## config.mk

```make
export PLATFORM = sky130hd
export DESIGN_NAME = aging_priority_shelf_select_flat
export DESIGN_NICKNAME = d
export VERILOG_FILES = /design/src/rtl/aps_pkg.sv /design/src/rtl/aps_if.sv /design/src/rtl/aps_cell.sv /design/src/rtl/aging_priority_shelf_select.sv /design/src/flat_wrapper.sv
export SDC_FILE = /design/constraint.sdc
export NUM_CORES = 2
export LEC_CHECK = 0
export BUFFER_PORTS_ARGS = -buffer_cell sky130_fd_sc_hd__buf_4
export CORE_ASPECT_RATIO = 2
export CORE_MARGIN = 1.5
export CORE_UTILIZATION = 55
export CTS_BUF_LIST = sky130_fd_sc_hd__clkbuf_4
export CTS_CLUSTER_DIAMETER = 200
export DETAILED_ROUTE_END_ITERATION = 12
export HOLD_SLACK_MARGIN = 0.15
export PLACE_DENSITY = 0.71
export SLEW_MARGIN = 10
export SYNTH_ARGS = -nofsm -noshare
export SYNTH_HDL_FRONTEND = slang
export SYNTH_SLANG_ARGS = --single-unit
```

## constraint.sdc

```tcl
create_clock -name clk -period 7.3 [get_ports clk]
set_input_delay 1.095 -clock clk [delete_from_list [all_inputs] [get_ports clk]]
set_output_delay 1.095 -clock clk [all_outputs]
set_load 0.02 [all_outputs]
```

## src/rtl/aps_pkg.sv

```systemverilog
// Shared types and constants for the aging priority shelf select block.
// No dependencies; aps_cell and aging_priority_shelf_select import this package.
package aps_pkg;

  // Shelf depth and derived widths
  localparam int SLOTS = 16;
  localparam int IDX_W = (SLOTS > 1) ? $clog2(SLOTS) : 1;
  localparam int CNT_W = $clog2(SLOTS + 1);

  // Reset value of the age limit register
  localparam logic [31:0] AGE_LIMIT_RESET = 32'd6000;

  // Request commands
  localparam logic CMD_INSERT = 1'b0;
  localparam logic CMD_REMOVE = 1'b1;

  // Response status codes
  localparam logic [1:0] STATUS_DONE  = 2'd0;
  localparam logic [1:0] STATUS_EMPTY = 2'd1;
  localparam logic [1:0] STATUS_FULL  = 2'd2;

  // One stored packet
  typedef struct packed {
    logic [15:0] id;
    logic        pri;
    logic [31:0] created;
  } aps_slot_t;

  // Per-cycle commands from the controller to every cell
  typedef struct packed {
    logic eval;
    logic insert;
    logic remove;
  } aps_cell_ctrl_t;

  // Prefix flags passed down the row of cells
  typedef struct packed {
    logic aged_seen;
    logic high_seen;
    logic pick_seen;
  } aps_chain_t;

endpackage

```

## src/rtl/aps_if.sv

```systemverilog
// Request and response channel interfaces for the aging priority shelf.
// Valid/ready handshake; no package dependency.
interface aps_req_if;
  logic        valid;
  logic        ready;
  logic        cmd;
  logic [15:0] pkt_id;
  logic        pkt_priority;
  logic [31:0] now_ms;

  modport source (output valid, cmd, pkt_id, pkt_priority, now_ms, input ready);
  modport sink (input valid, cmd, pkt_id, pkt_priority, now_ms, output ready);
endinterface

interface aps_rsp_if;
  logic        valid;
  logic        ready;
  logic [1:0]  status;
  logic [15:0] out_id;
  logic        out_priority;

  modport source (output valid, status, out_id, out_priority, input ready);
  modport sink (input valid, status, out_id, out_priority, output ready);
endinterface

```

## src/rtl/aps_cell.sv

```systemverilog
// One shelf slot: holds a packet, flags it for selection and shifts from its neighbor.
// Depends on aps_pkg.
module aps_cell import aps_pkg::*; (
  input  logic           clk,
  input  aps_cell_ctrl_t ctrl,
  input  logic [IDX_W-1:0] slot_idx,
  input  logic [CNT_W-1:0] occupancy,
  input  logic [31:0]    now_ms,
  input  logic [31:0]    age_limit_ms,
  input  logic [15:0]    wr_id,
  input  logic           wr_priority,
  input  aps_slot_t      nbr_slot,
  input  aps_chain_t     chain_in,
  input  logic           any_aged,
  input  logic           any_high,
  output aps_slot_t      slot,
  output aps_chain_t     chain_out,
  output logic           pick
);

  logic        in_use;
  logic [31:0] age;
  logic        aged;
  logic        high;
  logic        shift_en;
  logic        write_en;

  // Slot holds a live packet when its place is below the fill level
  assign in_use = CNT_W'(slot_idx) < occupancy;
  assign age    = now_ms - slot.created;

  // Latch selection flags during the evaluate cycle
  always_ff @(posedge clk) begin
    if (ctrl.eval) begin
      aged <= in_use && !slot.pri && (age >= age_limit_ms);
      high <= in_use && slot.pri;
    end
  end

  // Pick: first aged low packet, else first high packet, else the head
  always_comb begin
    pick = 1'b0;
    if (any_aged) begin
      pick = aged && !chain_in.aged_seen;
    end else if (any_high) begin
      pick = high && !chain_in.high_seen;
    end else begin
      pick = (slot_idx == '0);
    end
  end

  // Advance prefix flags to the next cell
  assign chain_out.aged_seen = chain_in.aged_seen || aged;
  assign chain_out.high_seen = chain_in.high_seen || high;
  assign chain_out.pick_seen = chain_in.pick_seen || pick;

  assign write_en = ctrl.insert && (CNT_W'(slot_idx) == occupancy);
  assign shift_en = ctrl.remove && (pick || chain_in.pick_seen);

  // Store a new packet or close the gap from the neighbor
  always_ff @(posedge clk) begin
    if (write_en) begin
      slot.id      <= wr_id;
      slot.pri     <= wr_priority;
      slot.created <= now_ms;
    end else if (shift_en) begin
      slot <= nbr_slot;
    end
  end

endmodule

```

## src/rtl/aging_priority_shelf_select.sv

```systemverilog
// Aging priority shelf select: ordered packet shelf built from a row of slot cells.
// Depends on aps_pkg, aps_if and aps_cell.
//
// Usage:
//   req channel carries cmd (insert or remove), pkt_id, pkt_priority and now_ms.
//   An insert appends a packet stamped with now_ms or reports shelf full.
//   A remove takes the earliest low-priority packet whose age reached
//   age_limit_ms, else the first high-priority packet, else the head packet,
//   and later packets move up one slot; an empty shelf reports empty.
//   rsp channel returns status, out_id and out_priority, one per request.
//   cfg_we/cfg_wdata write age_limit_ms; write only while the block is idle.
// Timing:
//   After a request is accepted the block passes through ST_EVAL, where every
//   cell registers its age compare, then ST_COMMIT, where the pick resolves along
//   the cell row, the cells shift and the response is registered. One request is
//   in flight at a time; the next is accepted once the block is back in ST_IDLE.
//   A new request is accepted while the previous response waits; its commit
//   then holds until the response register is taken, so a stalled receiver
//   stalls the block without losing or repeating anything.
// Reset: the shelf is empty and age_limit_ms returns to 6000.
module aging_priority_shelf_select import aps_pkg::*; (
  input  logic       clk,
  input  logic       rst,
  aps_req_if.sink    req,
  aps_rsp_if.source  rsp,
  input  logic       cfg_we,
  input  logic [31:0] cfg_wdata
);

  typedef enum logic [1:0] {
    ST_IDLE,
    ST_EVAL,
    ST_COMMIT
  } state_t;

  state_t           state;
  logic [CNT_W-1:0] occupancy;
  logic [31:0]      age_limit_ms;
  logic             req_cmd;
  logic [15:0]      req_id;
  logic             req_pri;
  logic [31:0]      req_now;

  logic             commit_go;
  logic             full;
  logic             empty;
  aps_cell_ctrl_t   ctrl;

  aps_slot_t        slot_q   [SLOTS];
  aps_slot_t        nbr_slot [SLOTS];
  aps_chain_t       chain_in [SLOTS];
  aps_chain_t       chain_out[SLOTS];
  logic [SLOTS-1:0] pick_vec;
  logic             any_aged;
  logic             any_high;
  logic [15:0]      pick_id;
  logic             pick_pri;

  assign full      = (occupancy == CNT_W'(SLOTS));
  assign empty     = (occupancy == '0);
  assign commit_go = (state == ST_COMMIT) && (!rsp.valid || rsp.ready);
  assign req.ready = (state == ST_IDLE);

  // Drive cell commands
  assign ctrl.eval   = (state == ST_EVAL);
  assign ctrl.insert = commit_go && (req_cmd == CMD_INSERT) && !full;
  assign ctrl.remove = commit_go && (req_cmd == CMD_REMOVE) && !empty;

  // Row of slot cells
  for (genvar i = 0; i < SLOTS; i++) begin : g_cell
    if (i == 0) begin : g_head
      assign chain_in[i] = '0;
    end else begin : g_link
      assign chain_in[i] = chain_out[i-1];
    end
    if (i == SLOTS - 1) begin : g_tail
      assign nbr_slot[i] = slot_q[i];
    end else begin : g_nbr
      assign nbr_slot[i] = slot_q[i+1];
    end

    aps_cell u_cell (
      .clk          (clk),
      .ctrl         (ctrl),
      .slot_idx     (IDX_W'(i)),
      .occupancy    (occupancy),
      .now_ms       (req_now),
      .age_limit_ms (age_limit_ms),
      .wr_id        (req_id),
      .wr_priority  (req_pri),
      .nbr_slot     (nbr_slot[i]),
      .chain_in     (chain_in[i]),
      .any_aged     (any_aged),
      .any_high     (any_high),
      .slot         (slot_q[i]),
      .chain_out    (chain_out[i]),
      .pick         (pick_vec[i])
    );
  end

  assign any_aged = chain_out[SLOTS-1].aged_seen;
  assign any_high = chain_out[SLOTS-1].high_seen;

  // Gather the picked packet
  always_comb begin
    pick_id  = '0;
    pick_pri = 1'b0;
    for (int i = 0; i < SLOTS; i++) begin
      pick_id  = pick_id | (slot_q[i].id & {16{pick_vec[i]}});
      pick_pri = pick_pri | (slot_q[i].pri & pick_vec[i]);
    end
  end

  // Hold state, fill level, configuration and response register
  always_ff @(posedge clk) begin
    if (rst) begin
      state        <= ST_IDLE;
      occupancy    <= '0;
      age_limit_ms <= AGE_LIMIT_RESET;
      rsp.valid    <= 1'b0;
    end else begin
      if (cfg_we) begin
        age_limit_ms <= cfg_wdata;
      end
      // Raise the response on a commit, drop it once taken
      if (commit_go) begin
        rsp.valid <= 1'b1;
      end else if (rsp.valid && rsp.ready) begin
        rsp.valid <= 1'b0;
      end
      unique case (state)
        ST_IDLE: begin
          if (req.valid) begin
            req_cmd <= req.cmd;
            req_id  <= req.pkt_id;
            req_pri <= req.pkt_priority;
            req_now <= req.now_ms;
            state   <= ST_EVAL;
          end
        end
        ST_EVAL: begin
          state <= ST_COMMIT;
        end
        ST_COMMIT: begin
          if (commit_go) begin
            if (req_cmd == CMD_INSERT) begin
              rsp.out_id       <= '0;
              rsp.out_priority <= 1'b0;
              if (full) begin
                rsp.status <= STATUS_FULL;
              end else begin
                rsp.status <= STATUS_DONE;
                occupancy  <= occupancy + CNT_W'(1);
              end
            end else if (empty) begin
              rsp.status       <= STATUS_EMPTY;
              rsp.out_id       <= '0;
              rsp.out_priority <= 1'b0;
            end else begin
              rsp.status       <= STATUS_DONE;
              rsp.out_id       <= pick_id;
              rsp.out_priority <= pick_pri;
              occupancy        <= occupancy - CNT_W'(1);
            end
            state <= ST_IDLE;
          end
        end
        default: state <= ST_IDLE;
      endcase
    end
  end

`ifndef SYNTHESIS
  // Fill level never passes the shelf depth
  a_occ_bound: assert property (@(posedge clk) disable iff (rst)
    occupancy <= CNT_W'(SLOTS))
    else $error("shelf fill level above depth");

  // A remove from a non-empty shelf picks exactly one slot
  a_pick_onehot: assert property (@(posedge clk) disable iff (rst)
    ctrl.remove |-> $onehot(pick_vec))
    else $error("remove picked no slot or several slots");

  // After an accepted request the block takes no other until it commits
  a_one_in_flight: assert property (@(posedge clk) disable iff (rst)
    (req.valid && req.ready) |=> !req.ready)
    else $error("second request accepted while one is in flight");

  // Fill level moves only at a commit
  a_occ_commit: assert property (@(posedge clk) disable iff (rst)
    !commit_go |=> $stable(occupancy))
    else $error("fill level changed outside a commit");
`endif

endmodule
```

## src/flat_wrapper.sv

```systemverilog
// flat-port wrapper written by rule: the top's interface ports become plain ports
module aging_priority_shelf_select_flat import aps_pkg::*;
  (clk, rst, cfg_we, cfg_wdata, req_valid, req_cmd, req_pkt_id, req_pkt_priority, req_now_ms, req_ready, rsp_valid, rsp_status, rsp_out_id, rsp_out_priority, rsp_ready);
  aps_req_if req_i ();
  aps_rsp_if rsp_i ();
  input  logic clk;
  input  logic rst;
  input  logic cfg_we;
  input  logic [31:0] cfg_wdata;
  input wire logic [$bits(req_i.valid)-1:0] req_valid;
  input wire logic [$bits(req_i.cmd)-1:0] req_cmd;
  input wire logic [$bits(req_i.pkt_id)-1:0] req_pkt_id;
  input wire logic [$bits(req_i.pkt_priority)-1:0] req_pkt_priority;
  input wire logic [$bits(req_i.now_ms)-1:0] req_now_ms;
  output wire logic [$bits(req_i.ready)-1:0] req_ready;
  output wire logic [$bits(rsp_i.valid)-1:0] rsp_valid;
  output wire logic [$bits(rsp_i.status)-1:0] rsp_status;
  output wire logic [$bits(rsp_i.out_id)-1:0] rsp_out_id;
  output wire logic [$bits(rsp_i.out_priority)-1:0] rsp_out_priority;
  input wire logic [$bits(rsp_i.ready)-1:0] rsp_ready;
  assign req_i.valid = req_valid;
  assign req_i.cmd = req_cmd;
  assign req_i.pkt_id = req_pkt_id;
  assign req_i.pkt_priority = req_pkt_priority;
  assign req_i.now_ms = req_now_ms;
  assign req_ready = req_i.ready;
  assign rsp_valid = rsp_i.valid;
  assign rsp_status = rsp_i.status;
  assign rsp_out_id = rsp_i.out_id;
  assign rsp_out_priority = rsp_i.out_priority;
  assign rsp_i.ready = rsp_ready;
  aging_priority_shelf_select u_core (.clk(clk), .rst(rst), .req(req_i), .rsp(rsp_i), .cfg_we(cfg_we), .cfg_wdata(cfg_wdata));
endmodule
```

# After elaboration in Yosys (flattened, before gate mapping)
# Index checks and enable logic that the tools add are counted.
[classes] n_eq_ne=22 n_bitwise=64 add_sub_neg=18 order_cmp=32 muxes=73 n_reduce_logical=232
[op_table] cell="two-way mux 49 bit" n=30
[op_table] cell="greater-or-equal comparator 32 bit" n=16
[op_table] cell="subtractor 32 bit" n=16
[op_table] cell="bitwise AND 16 bit" n=16
[op_table] cell="OR 16 bit" n=15
[op_table] cell="logical AND 1 bit" n=115
[op_table] cell="zero test 1 bit" n=49
[op_table] cell="logical OR 1 bit" n=45
[op_table] cell="== test 4 x 5 -> 1 bit (first input constant)" n=8
[op_table] cell="less-than comparator 4 x 5 -> 1 bit (first input constant)" n=8
[op_table] cell="two-way mux 1 bit" n=35
[op_table] cell="nonzero test 2 bit" n=16
[op_table] cell="== test 3 x 5 -> 1 bit (first input constant)" n=4
[op_table] cell="less-than comparator 3 x 5 -> 1 bit (first input constant)" n=4
[op_table] cell="bitwise AND 1 bit" n=16
[op_table] cell="two-way mux 5 bit" n=3
[op_table] cell="OR 1 bit" n=15
[op_table] cell="== test 2 x 5 -> 1 bit (first input constant)" n=2
[op_table] cell="less-than comparator 1 x 5 -> 1 bit (first input constant)" n=2
[op_table] cell="less-than comparator 2 x 5 -> 1 bit (first input constant)" n=2
[op_table] cell="two-way mux 2 bit" n=4
[op_table] cell="one-hot mux 2 bit (3 select lines)" n=1
[op_table] cell="AND reduction 3 bit" n=2
[op_table] cell="adder 5 x 1 -> 5 bit (second input constant)" n=1
[op_table] cell="other kinds (13)" n=16
[word_totals] regBits=925 output_inout_bits=21 input_bits=87

# Depth between registers and ports, before layout
[logic_depth] ltp_word=34 ltp_mapped=28 ltp_nobuf=27

# Cells and area by module
# From an unflattened synthesis, not the netlist that was laid out.
[hier_totals] cells_unflattened=8820 hier_area_um2=84397.2
[by_module_without_submodules] module="aps_cell at u_core.g_cell[0].u_cell ..." cells_each=520 instances=11 area_per_inst_um2=4907.2
[by_module_without_submodules] module="aps_cell at u_core.g_cell[5].u_cell ..." cells_each=531 instances=5 area_per_inst_um2=5024.8
[by_module_without_submodules] module="aging_priority_shelf_select" cells_each=445 instances=1 area_per_inst_um2=5293.8

# Worst setup path before layout
# No wires, ideal clock.
[synth_timing] kind="register -> register" from="register u_core.g_cell[2].u_cell.aged" to="register u_core.g_cell[13].u_cell.slot[0] (netlist bit), enable pin" synth_period_minus_slack_ps=6387 stages_incl_launch_ff=9 setup_slack_ps=913 arrival_ps=5864 cell_sequence="edfxtp_1 -> or4_4 -> nor4b_4 -> and2b_1 -> nand2_1 -> nor4_4 -> clkbuf_1 -> nor3_1 -> o21ai_0"
[synth_via] elab_chain_len=30 word_cells_on_any_way=66 classes_between="mux (14); reduce/logical (52)"
[synth_rtl] item="start, declared" line="aps_cell.sv:23" text="logic aged;"
[synth_rtl] item="start signal, assigned" line="aps_cell.sv:35" text="aged <= in_use && !slot.pri && (age >= age_limit_ms);"
[synth_rtl] item="logical OR 1 bit (14 in series)" line="aps_cell.sv:53" text="assign chain_out.aged_seen = chain_in.aged_seen || aged;"
[synth_rtl] item="two-way mux 1 bit" line="aps_cell.sv:43" text="if (any_aged) begin"
[synth_rtl] item="logical OR 1 bit (12 in series)" line="aps_cell.sv:55" text="assign chain_out.pick_seen = chain_in.pick_seen || pick;"
[synth_rtl] item="logical OR 1 bit (*)" line="aps_cell.sv:58" text="assign shift_en = ctrl.remove && (pick || chain_in.pick_seen);"
[synth_rtl] item="logical AND 1 bit (*)" line="aps_cell.sv:58"
[synth_rtl] item="nonzero test 2 bit (no source line) (*)"
[synth_rtl] item="end signal, assigned" line="aps_cell.sv:67" text="slot <= nbr_slot;"
[synth_rtl] item="end, declared" line="aps_cell.sv:16" text="output aps_slot_t slot,"
# Mark *: on every way between the ends. The rest lies on a longest branch, timed or not.
# A chain may end at the register's enable or synchronous reset.

# Worst setup path in the final report
[layout_timing] from="register u_core.req_now[1]" to="register u_core.g_cell[4].u_cell.aged (data pin)"
[layout_via] elab_chain_len=3
[layout_rtl] item="start, declared" line="aging_priority_shelf_select.sv:42" text="logic [31:0] req_now;"
[layout_rtl] item="start signal, assigned" line="aging_priority_shelf_select.sv:137" text="req_now <= req.now_ms;"
[layout_rtl] item="subtractor 32 bit" line="aps_cell.sv:30" text="assign age = now_ms - slot.created;"
[layout_rtl] item="greater-or-equal comparator 32 bit" line="aps_cell.sv:35"
[layout_rtl] item="logical AND 1 bit" line="aps_cell.sv:35"
[layout_rtl] item="end signal, assigned" line="aps_cell.sv:35"
[layout_rtl] item="end, declared" line="aps_cell.sv:23"
# Every way passes these cells.

==> impl_metrics.toml <==
[outcome]
status = "finished, final reports clean"

[floorplan]
core_area_um2 = 134100
dieArea_um2 = 137800
num_rows = 190
initial_utilization_pct = 55.54
ios = 108
die_h_um = 523.4
die_w_um = 263.2

[placed_design]
dp_hpwl_um = 174000
portBuffers = 107
gp_congestion = 0.9658
placed_area_um2 = 78170

[route]
vias = 58440
ant_nets = 0
firstDrtPassIters = 7
drt_wl_total_um = 226400
drc = 0
routed_via_density = 6.185
routedWlPerCell_um = 23.96
drt_iter0_drc = 3617

[clock_tree]
cts-resized-gates = 0
clkSlewWorstSetupHoldPaths_ps = 70
insertion_delay_ps = 1220
cts_tree = "built"
cts.sinks = 925
numCtsBuffers = 234
ctsRootBufferMaster = "clkbuf_4"
clock_path_buffers = 4
h-tree-depth = 4

[timing]
setup_viol_count_final = 0
finalCritPeriodShare_pct = 82.31
hold_viol = 0
min_period_ps = 6009
slew_headroom_pct = 17.74
setup_tns_ps = 0
finClkSkew_ps = 154.5
worst_pin_slew_ps = 1203
grt_setup_unrepaired = "false"
finalMaxSlewViolations = 0
fmax_mhz = 166.4

[setup_path]
critPathArrivalTime_ps = 6830
slowest_delay_ps = 930
critPathCaptureType = "flop"
timing.rr.start = "u_core.req_now[1]$_DFFE_PP_"
r2r_end = "u_core.g_cell[4].u_cell.aged$_DFFE_PN_"
r2r_slack_ps = 1290
path_class = "flop to flop"
path_delay_family = "compound AO/OA/AOI/OAI gates"
cp_cell_sequence = "ha_1 -> a21o_1 -> a21o_1 -> a21o_1 -> a31o_2 -> a41oi_1 -> a211oi_1 -> a211oi_1 -> o21ai_0 -> xor2_1 -> ha_1 -> and3_1 -> a221o_1 -> a21oi_1 -> nor2b_1 -> o21ai_0 -> nand2b_1 -> a221oi_1 -> o21ai_0 -> a31oi_1 -> nor3_1"
rr_worst_depth = 21
crit_fanout = 18
start_kind = "flop"
slowest_stage = "edfxtp_1"
crit_required_ps = 8130
critPathBufInv = 0

[logic_synthesis]
syn-cell-area_um2 = 74470
yosysTopAreaCellShare_pct = 35.69
synth.ff_latch_count = 925
synth_edf_count = 885
async_flop_share_pct = 0
ys_seq_area_share_pct = 36.76
synth_area_per_cell_um2 = 10.42
yosys-top-cells-area = "edfxtp_1, ha_1, mux2_2, xnor2_1, a21oi_1"
ys_warn_count = 0
synthCells = 7149
ys.flop_type = "edfxtp_1"
yosysUniqueCellTypes = 93
synth_nets = 8265
yosys.area.top_type = "edfxtp_1"

[global_route]
grt_pass1_wl_um = 340500
overflow = 0
grt_max_degree = 70
grt_pass1_vias = 59780
antenna_found_initial = 4
track_usage_pct = 32.36
grtUsageMet1_pct = 31.49
grt_use_met2_pct = 59.42
met3_usage_pct = 3.865
top_usage_layer = "met2"

[cells_and_area]
layout-drive-gt1-share_pct = 18.01
mostFrequentLayoutCells = "ha_1, edfxtp_1, mux2_2"
area_growth_pct = 9.899
final_common_cell = "ha_1"
nets = 8656
design_area_um2 = 81840

[worst_hold_path]
worst_hold_startpoint = "rsp_ready"
hold_depth = 3
hold_path_end = "u_core.rsp.valid$_SDFFE_PP0P_"
holdCritPathClass = "input pin to flop"

[power]
power_density_nw_per_um2 = 153.7
power_uw = 12580
p_leak_uw = 0.03497
ir_worst_vdd_uv = 212.3

[job]
maxCapViolCount = 0
## worst reg2reg max path, delay by kind of cell (launching register included)
family | cells | cell delay (ps)
AO/OA/AOI/OAI | 14 | 3450
XOR/XNOR | 1 | 210
adder cells (fa/ha/maj) | 2 | 700
flip-flops | 1 | 930
AND/OR/NAND/NOR | 4 | 400
## Yosys cell counts (18+ instances only)
cell / count
dfxtp_1: 40
ha_1: 1013
clkbuf_1: 104
o211ai_1: 30
a2111oi_0: 24
nand4_1: 109
xor2_1: 118
a22oi_1: 70
edfxtp_1: 885
o21ai_0: 320
nand3_1: 75
buf_1: 67
a211oi_1: 60
and3_1: 65
a22o_1: 21
nor2b_1: 132
o21bai_1: 68
inv_1: 651
or3_1: 19
a31oi_1: 24
nand2b_1: 121
nor2_1: 358
a21o_1: 336
nor3_1: 91
nand2_1: 291
mux2_2: 692
a21oi_1: 521
a221oi_1: 30
mux2i_1: 32
xnor2_1: 339
o21a_1: 77
nor4_1: 18
## cells by family (layout without fill, tap and decap cells)
group	after synthesis	count (layout)	share of synthesized area [%]
compound gates	1816	1816	16.03
simple gates	1362	1362	9.229
fa+ha+maj	1029	1029	17.45
flops	925	925	36.76
buf+inv	836	1405	4.266
mux	724	724	10.89
xor+xnor	457	457	5.375
other cells	0	3	0
## power breakdown
part | total, uW | internal (uW) | switching (uW)
Clock | 4460 | 2070 | 2400
Combinational | 2240 | 972 | 1270
Sequential | 5870 | 5790 | 75.9
## area by class of cell
cell class	count	area [um2]
diodes	3	7.507
clock buffers	312	2342
clock inverters	102	488.0
fillers	11270	52240
inverters	652	2447
multi-input cells	5388	44150
flip-flops and latches	925	27380
well taps	1728	2162
repair buffers	339	2865
## worst max-delay path by stage
stage	from	depth (start not counted)	slack, ps	to
after floorplan	u_core.g_cell[2].u_cell.aged$_DFFE_PN_	8	910	u_core.g_cell[13].u_cell.slot[0]$_DFFE_PP_
after global placement	u_core.req_now[1]$_DFFE_PP_	22	1570	u_core.g_cell[4].u_cell.aged$_DFFE_PN_
after detailed placement	u_core.req_now[1]$_DFFE_PP_	21	1430	u_core.g_cell[4].u_cell.aged$_DFFE_PN_
after CTS	u_core.req_now[1]$_DFFE_PP_	21	1340	u_core.g_cell[4].u_cell.aged$_DFFE_PN_
after global routing	u_core.req_now[0]$_DFFE_PP_	25	780	u_core.g_cell[4].u_cell.aged$_DFFE_PN_
final	u_core.req_now[1]$_DFFE_PP_	21	1290	u_core.g_cell[4].u_cell.aged$_DFFE_PN_
## flip-flops by register name, indices dropped and copies added (netlist names), 5 cells and up
signal	flops
u_core.age_limit_ms	32
u_core.g_cell.u_cell.aged	16
u_core.g_cell.u_cell.high	16
u_core.g_cell.u_cell.slot	784
u_core.occupancy	5
u_core.req_id	16
u_core.req_now	32
u_core.rsp.out_id	16
## per-stage QoR
| stage | utilization [%] | hold WS [ps] | std cells | setup slack [ps] |
|---|---|---|---|---|
| 2_1_floorplan | - | 424.4 | 7149 | 913.0 |
| 3_3_place_gp | 58.30 | 448.6 | 8949 | 1574 |
| 3_5_place_dp | 58.30 | 471.4 | 8949 | 1430 |
| 4_1_cts | 61.03 | 169.1 | 9446 | 1337 |
| 5_1_grt | 61.04 | 281.1 | 9449 | 782.3 |
| 6_report | 61.04 | 266.0 | 9449 | 1291 |
## timing repair
item | CTS | global route
hold buffers | 83 | 0
hold endpoints to repair | 83 | 0
setup buffers | 0 | 0
## routing by layer
| metal | vias to the layer above | part of all wire [%] |
|---|---|---|
| met4 | 0 | 11 |
| met3 | 959 | 4.4 |
| li1 | 27600 | - |
| met1 | 27770 | 34 |
| met2 | 2119 | 51 |
| met5 | - | 0 |
Power figures use the tool's default switching activity.
